$ cat config.mk
export PLATFORM = sky130hd
export DESIGN_NAME = flsa_cell
export DESIGN_NICKNAME = d
export VERILOG_FILES = /design/src/sv/flsa_pkg.sv /design/src/sv/flsa_cell.sv
export SDC_FILE = /design/constraint.sdc
export NUM_CORES = 1
export LEC_CHECK = 0
export BUFFER_PORTS_ARGS = -buffer_cell sky130_fd_sc_hd__buf_4
export CAP_MARGIN = 10
export CORE_MARGIN = 2
export CORE_UTILIZATION = 60
export DETAILED_ROUTE_END_ITERATION = 10
export PLACE_DENSITY = 0.84
export SLEW_MARGIN = 20
export SYNTH_ARGS = -nofsm -noshare
export SYNTH_HDL_FRONTEND = slang
export SYNTH_SLANG_ARGS = --single-unit
$ cat constraint.sdc
create_clock -name clock -period 13.42 [get_ports clock]
set_input_delay 1.342 -clock clock [delete_from_list [all_inputs] [get_ports clock]]
set_output_delay 1.342 -clock clock [all_outputs]
set_load 0.005 [all_outputs]
$ cat src/sv/flsa_pkg.sv
// Shared types and constants for the fenced linear sub-allocator.
// Holds the request and response payloads, the cell command and report structs,
// the operation, register and state codes. Depends on nothing.
package flsa_pkg;

   // Table geometry
   localparam int MAX_BUFFERS = 16;
   localparam int IDX_W       = (MAX_BUFFERS > 1) ? $clog2(MAX_BUFFERS) : 1;
   localparam int COUNT_W     = $clog2(MAX_BUFFERS + 1);

   // Fixed field widths
   localparam int OP_W         = 2;
   localparam int FENCE_W      = 64;
   localparam int SIZE_W       = 32;
   localparam int IDLE_W       = 8;
   localparam int INIT_NUM_W   = 5;
   localparam int OUT_INDEX_W  = 4;
   localparam int CSR_INDEX_W  = 2;
   localparam int CSR_DATA_W   = 32;

   // Register reset values
   localparam logic [INIT_NUM_W-1:0] INIT_NUM_BUFFERS_RST = INIT_NUM_W'(4);
   localparam logic [SIZE_W-1:0]     INIT_BUFFER_SIZE_RST = SIZE_W'(65536);
   localparam logic [SIZE_W-1:0]     MIN_BUFFER_SIZE_RST  = SIZE_W'(65536);
   localparam logic [IDLE_W-1:0]     RELEASE_LATENCY_RST  = IDLE_W'(3);

   // Operation codes
   typedef enum logic [OP_W-1:0] {
      OP_ALLOCATE   = 2'd0,
      OP_RETIRE     = 2'd1,
      OP_INITIALIZE = 2'd2
   } flsa_op_type;

   // Register indexes
   typedef enum logic [CSR_INDEX_W-1:0] {
      CSR_INIT_NUM_BUFFERS = 2'd0,
      CSR_INIT_BUFFER_SIZE = 2'd1,
      CSR_MIN_BUFFER_SIZE  = 2'd2,
      CSR_RELEASE_LATENCY  = 2'd3
   } flsa_csr_type;

   // Controller states
   typedef enum logic [2:0] {
      ST_IDLE,
      ST_LAUNCH,
      ST_SCAN,
      ST_RETIRE,
      ST_INIT
   } flsa_state_type;

   // Request payload
   typedef struct packed {
      logic [OP_W-1:0]    operation;
      logic [FENCE_W-1:0] fence;
      logic [SIZE_W-1:0]  request_size;
   } flsa_req_type;

   // Response payload
   typedef struct packed {
      logic [OUT_INDEX_W-1:0] buffer_index;
      logic [SIZE_W-1:0]      region_offset;
      logic                   new_buffer;
      logic                   table_full;
      logic                   buffer_released;
   } flsa_rsp_type;

   // Command broadcast to every cell
   typedef struct packed {
      logic               retire;
      logic               init;
      logic [FENCE_W-1:0] fence;
      logic [SIZE_W-1:0]  req_size;
      logic [SIZE_W-1:0]  init_size;
      logic [SIZE_W-1:0]  grow_size;
      logic [IDLE_W-1:0]  latency;
   } flsa_cmd_type;

   // Per-cell position in the table
   typedef struct packed {
      logic live;
      logic last;
      logic init_en;
   } flsa_slot_type;

   // What a cell reports back; at most one cell reports a hit or append
   typedef struct packed {
      logic              hit;
      logic              append;
      logic              release_ok;
      logic [IDX_W-1:0]  index;
      logic [SIZE_W-1:0] offset;
   } flsa_report_type;

endpackage

$ cat src/sv/flsa_cell.sv
// One table entry of the sub-allocator: fence, bump offset, size and idle count.
// Takes the search token from its left neighbour and hands it on when it cannot serve.
// Depends on flsa_pkg.
module flsa_cell (
   input  logic                              clock,
   input  logic                              reset,
   input  logic [flsa_pkg::IDX_W-1:0]        cell_index,
   input  flsa_pkg::flsa_cmd_type            cmd,
   input  flsa_pkg::flsa_slot_type           slot,
   input  logic                              token_prev,
   output logic                              token_next,
   output flsa_pkg::flsa_report_type         report
);

   logic [flsa_pkg::FENCE_W-1:0] fence_ff,  fence_in;
   logic [flsa_pkg::SIZE_W-1:0]  offset_ff, offset_in;
   logic [flsa_pkg::SIZE_W-1:0]  size_ff,   size_in;
   logic [flsa_pkg::IDLE_W-1:0]  idle_ff,   idle_in;
   logic                         pass_ff,   pass_in;
   logic [flsa_pkg::SIZE_W:0]    end_sum;
   logic                         fits;

   // Fit test: fence not newer than the request and room without wrap
   assign end_sum = {1'b0, offset_ff} + {1'b0, cmd.req_size};
   assign fits    = (cmd.fence >= fence_ff) && (end_sum <= {1'b0, size_ff});

   // Serve, append or pass the token on; apply retire and initialise
   always_comb begin
      fence_in  = fence_ff;
      offset_in = offset_ff;
      size_in   = size_ff;
      idle_in   = idle_ff;
      pass_in   = 1'b0;
      report    = '0;

      if (token_prev) begin
         if (!slot.live) begin
            fence_in      = cmd.fence;
            offset_in     = cmd.req_size;
            size_in       = cmd.grow_size;
            idle_in       = '0;
            report.append = 1'b1;
            report.index  = cell_index;
         end else if (fits) begin
            fence_in      = cmd.fence;
            offset_in     = offset_ff + cmd.req_size;
            idle_in       = '0;
            report.hit    = 1'b1;
            report.index  = cell_index;
            report.offset = offset_ff;
         end else begin
            pass_in = 1'b1;
         end
      end

      if (cmd.retire && slot.live && (cmd.fence > fence_ff)) begin
         offset_in = '0;
         if (idle_ff != '1) begin
            idle_in = idle_ff + flsa_pkg::IDLE_W'(1);
         end
      end

      // Only the last live entry judges the release, on its updated idle count
      if (cmd.retire && slot.last && (idle_in >= cmd.latency)) begin
         report.release_ok = 1'b1;
      end

      if (cmd.init && slot.init_en) begin
         fence_in  = cmd.fence;
         offset_in = '0;
         size_in   = cmd.init_size;
         idle_in   = '0;
      end
   end

   assign token_next = pass_ff;

   // Token register
   always_ff @(posedge clock) begin
      if (reset) begin
         pass_ff <= 1'b0;
      end else begin
         pass_ff <= pass_in;
      end
   end

   // Entry registers
   always_ff @(posedge clock) begin
      fence_ff  <= fence_in;
      offset_ff <= offset_in;
      size_ff   <= size_in;
      idle_ff   <= idle_in;
   end

endmodule

==> impl_results.md <==
- Outcome: finished clean
- Cell Pwr Density: 142 mW/mm2
- Critical Path RT: 12080 ps
- Tmin final: 9180 ps
- Slowest stage delay, CP: 530 ps
- RSZ-0062 raised after global routing: false
- Worst VDD drop: 0.119 mV
- EDFF count, synth: 96
- Placement Cell Area: 0.0119 mm2
- Yosys cell types: 60
- Routed wire per std cell: 17.2 um
- Setup violations, final: 0
- Detailed Route Iter0 Violations: 679
- Post-DRT Antenna Nets: 0
- Vias in the first global route: 8626
- TritonCTS buffer count: 17
- Crit path top cell by count: o21ai_0
- Synth top area cells: edfxtp_1 (29%), ha_1 (17%), dfxtp_1 (8.2%)
- Initial Util: 61.0%
- CP startpoint kind: input port
- Die Ht: 133 um
- Yosys reg bits: 137
- Cell row count: 47
- Buffers on Ports: 219
- Share of the synthesized area in the top cell type: 28.7%
- Final Hold Viols: 0
- Cell leakage power: 6.05 nW
- Post-Route WL: 26.8 mm
- Max-cap violation count: 0
- Total negative slack: 0 ps
- Layout cells sized above 1: 21.3%
- Reg-to-Reg Start: offset_ff[2]$_SDFFE_PP0P_
- Initial antenna violation count: 0
- Critical-path maximum fanout: 10
- Clk Tree Root Cell: clkbuf_16
- Total number of vias: 8985
- Vias/cell: 5.79
- Layout area overhead: 24.2%
- Hold Startpoint: idle_ff[1]$_SDFF_PP0_
- CTS resizes: 0
- Global route total overflow: 0
- CTS Hold Bufs: 0
- Yosys top cell by area: edfxtp_1
- IO Count: 220
- First-pass GRT wire length: 42.5 mm
- CP Capture Type: output pin
- Slew @ Worst Pin: 938 ps
- # DRC: 0
- Synthesis Warnings: 0
- Most numerous cell in the Yosys netlist: nand2_1
- DIE WIDTH: 133 um
- Crit path DAT: 7840 ps
- CTS tree: done
- Core box area: 0.0165 mm2
- Post-synthesis instance total: 1106
- Pin count of the biggest net entering global routing: 65
- Post-synth ARST share: 0%
- R2r setup slk: 7400 ps
- CP max stage cell: o31ai_1
- Clock Latency Late Sink: 430 ps
- CTS HTree Levels: 4
- Headroom to the max-slew limit: 37.5%
- CTS clock-pin slew for the worst setup and hold paths: 60 ps
- Final Cycle Share: 68.4%
- First drt pass iteration count: 6
- Worst Setup SP: cmd[74]
- Syn Nets: 1424
- GRT Util Overall: 30.2%
- Gp weighted congestion: 0.938
- Synth top cells by count: nand2_1 (158), ha_1 (137), inv_1 (125), a21oi_1 (105), edfxtp_1 (96)
- Antenna cells: 0
- Setup bufs post-CTS: 0
- Seq/Total Area, Yosys: 36.9%
- Clk buf depth: 2
- Die area: 0.0178 mm2
- Peak Freq: 0.109 GHz
- Final-report max-slew violation count: 0
- Syn avg cell area: 9.08 um2
- Synthesized area: 0.0100 mm2
- CTS Sinks: 137
- CP Class: input port to output pin
- Final setup skew: 12.0 ps
- Placed insts: 1521
- Final Instance Count excl. Fillers: 1553
- Nets: 1638
- Worst hold-check path type: flop to flop
- Dpl hpwl: 20.5 mm
- Fin area: 0.0125 mm2
- Main flop type after synthesis: edfxtp_1
-- area by class of cell --
type	count	area, um2
Clock buffer	17	425
Clock inverter	15	165
Fill cell	1205	3990
Inverter	125	469
Multi-Input combinational cell	813	5740
Sequential cell	137	3700
Tap cell	220	275
Timing Repair Buffer	226	1700
-- cell families (layout without fill, tap and decap cells) --
logic type	count (synthesis)	in the layout	share of synthesized area, %
simple gates	344	344	16.8
compound gates	278	278	18.2
buf+inv	156	383	5.98
fa+ha+maj	138	138	17.3
flops	137	137	36.9
xor+xnor	29	29	2.53
mux	24	24	2.39
-- final timing paths --
kind	endpoint	cells after the start
setup / recovery	report[36]	29
hold / removal	idle_ff[1]$_SDFF_PP0_	2
setup reg to reg	fence_ff[2]$_DFFE_PP_	19
hold reg to reg	idle_ff[1]$_SDFF_PP0_	2
-- routing by layer --
layer	GRT usage (%)	wire length [um]	up-vias
li1	-	-	4408
met1	40.7	11500	4139
met2	47.8	12200	379
met3	7.53	2330	59
met4	10.1	756	0
met5	0	0	-
-- per-stage QoR --
step	setup slack (ps)	hold slack (ps)	total power [mW]	utilization, %
floorplan	5520	457	1.06	-
global placement	4640	478	1.26	72.2
detailed placement	4460	489	1.28	72.2
CTS	4320	499	1.76	75.8
global route	3810	528	1.87	75.8
finish	4240	501	1.77	75.8
-- placed cells by master, fill, tap and decap left out, drive strengths merged, types with 9 or more instances in the layout --
cell and n:
clkbuf 17, a211oi 34, nor2 36, a21o 20, nand3 21, edfxtp 96, nor2b 15, nor3 11
o211ai 9, o21a 9, dfxtp 41, ha 137, buf 226, and2 42, xnor2 21, nand2 158
mux2i 24, o31ai 10, o21ai 49, nor4 9, nand4 25, a21oi 106, inv 130
-- power breakdown --
group	switching [mW]	internal [mW]	leakage, nW
registers	0.0365	0.522	1.27
clock network	0.199	0.277	0.284
logic	0.432	0.302	4.50
-- sequential cells by signal (all words and copies together), names as in the netlist --
name	cells
offset_ff	32
idle_ff	8
fence_ff	64
token_next	1
size_ff	32
-- critical path, delay by kind of cell --
family,cells,cell delay [ps]
simple gates,9,1670
xor+xnor,1,160
fa+ha+maj,3,940
buf+inv,2,280
compound gates,14,3470
No activity file was read; power rests on OpenSTA's default activity.
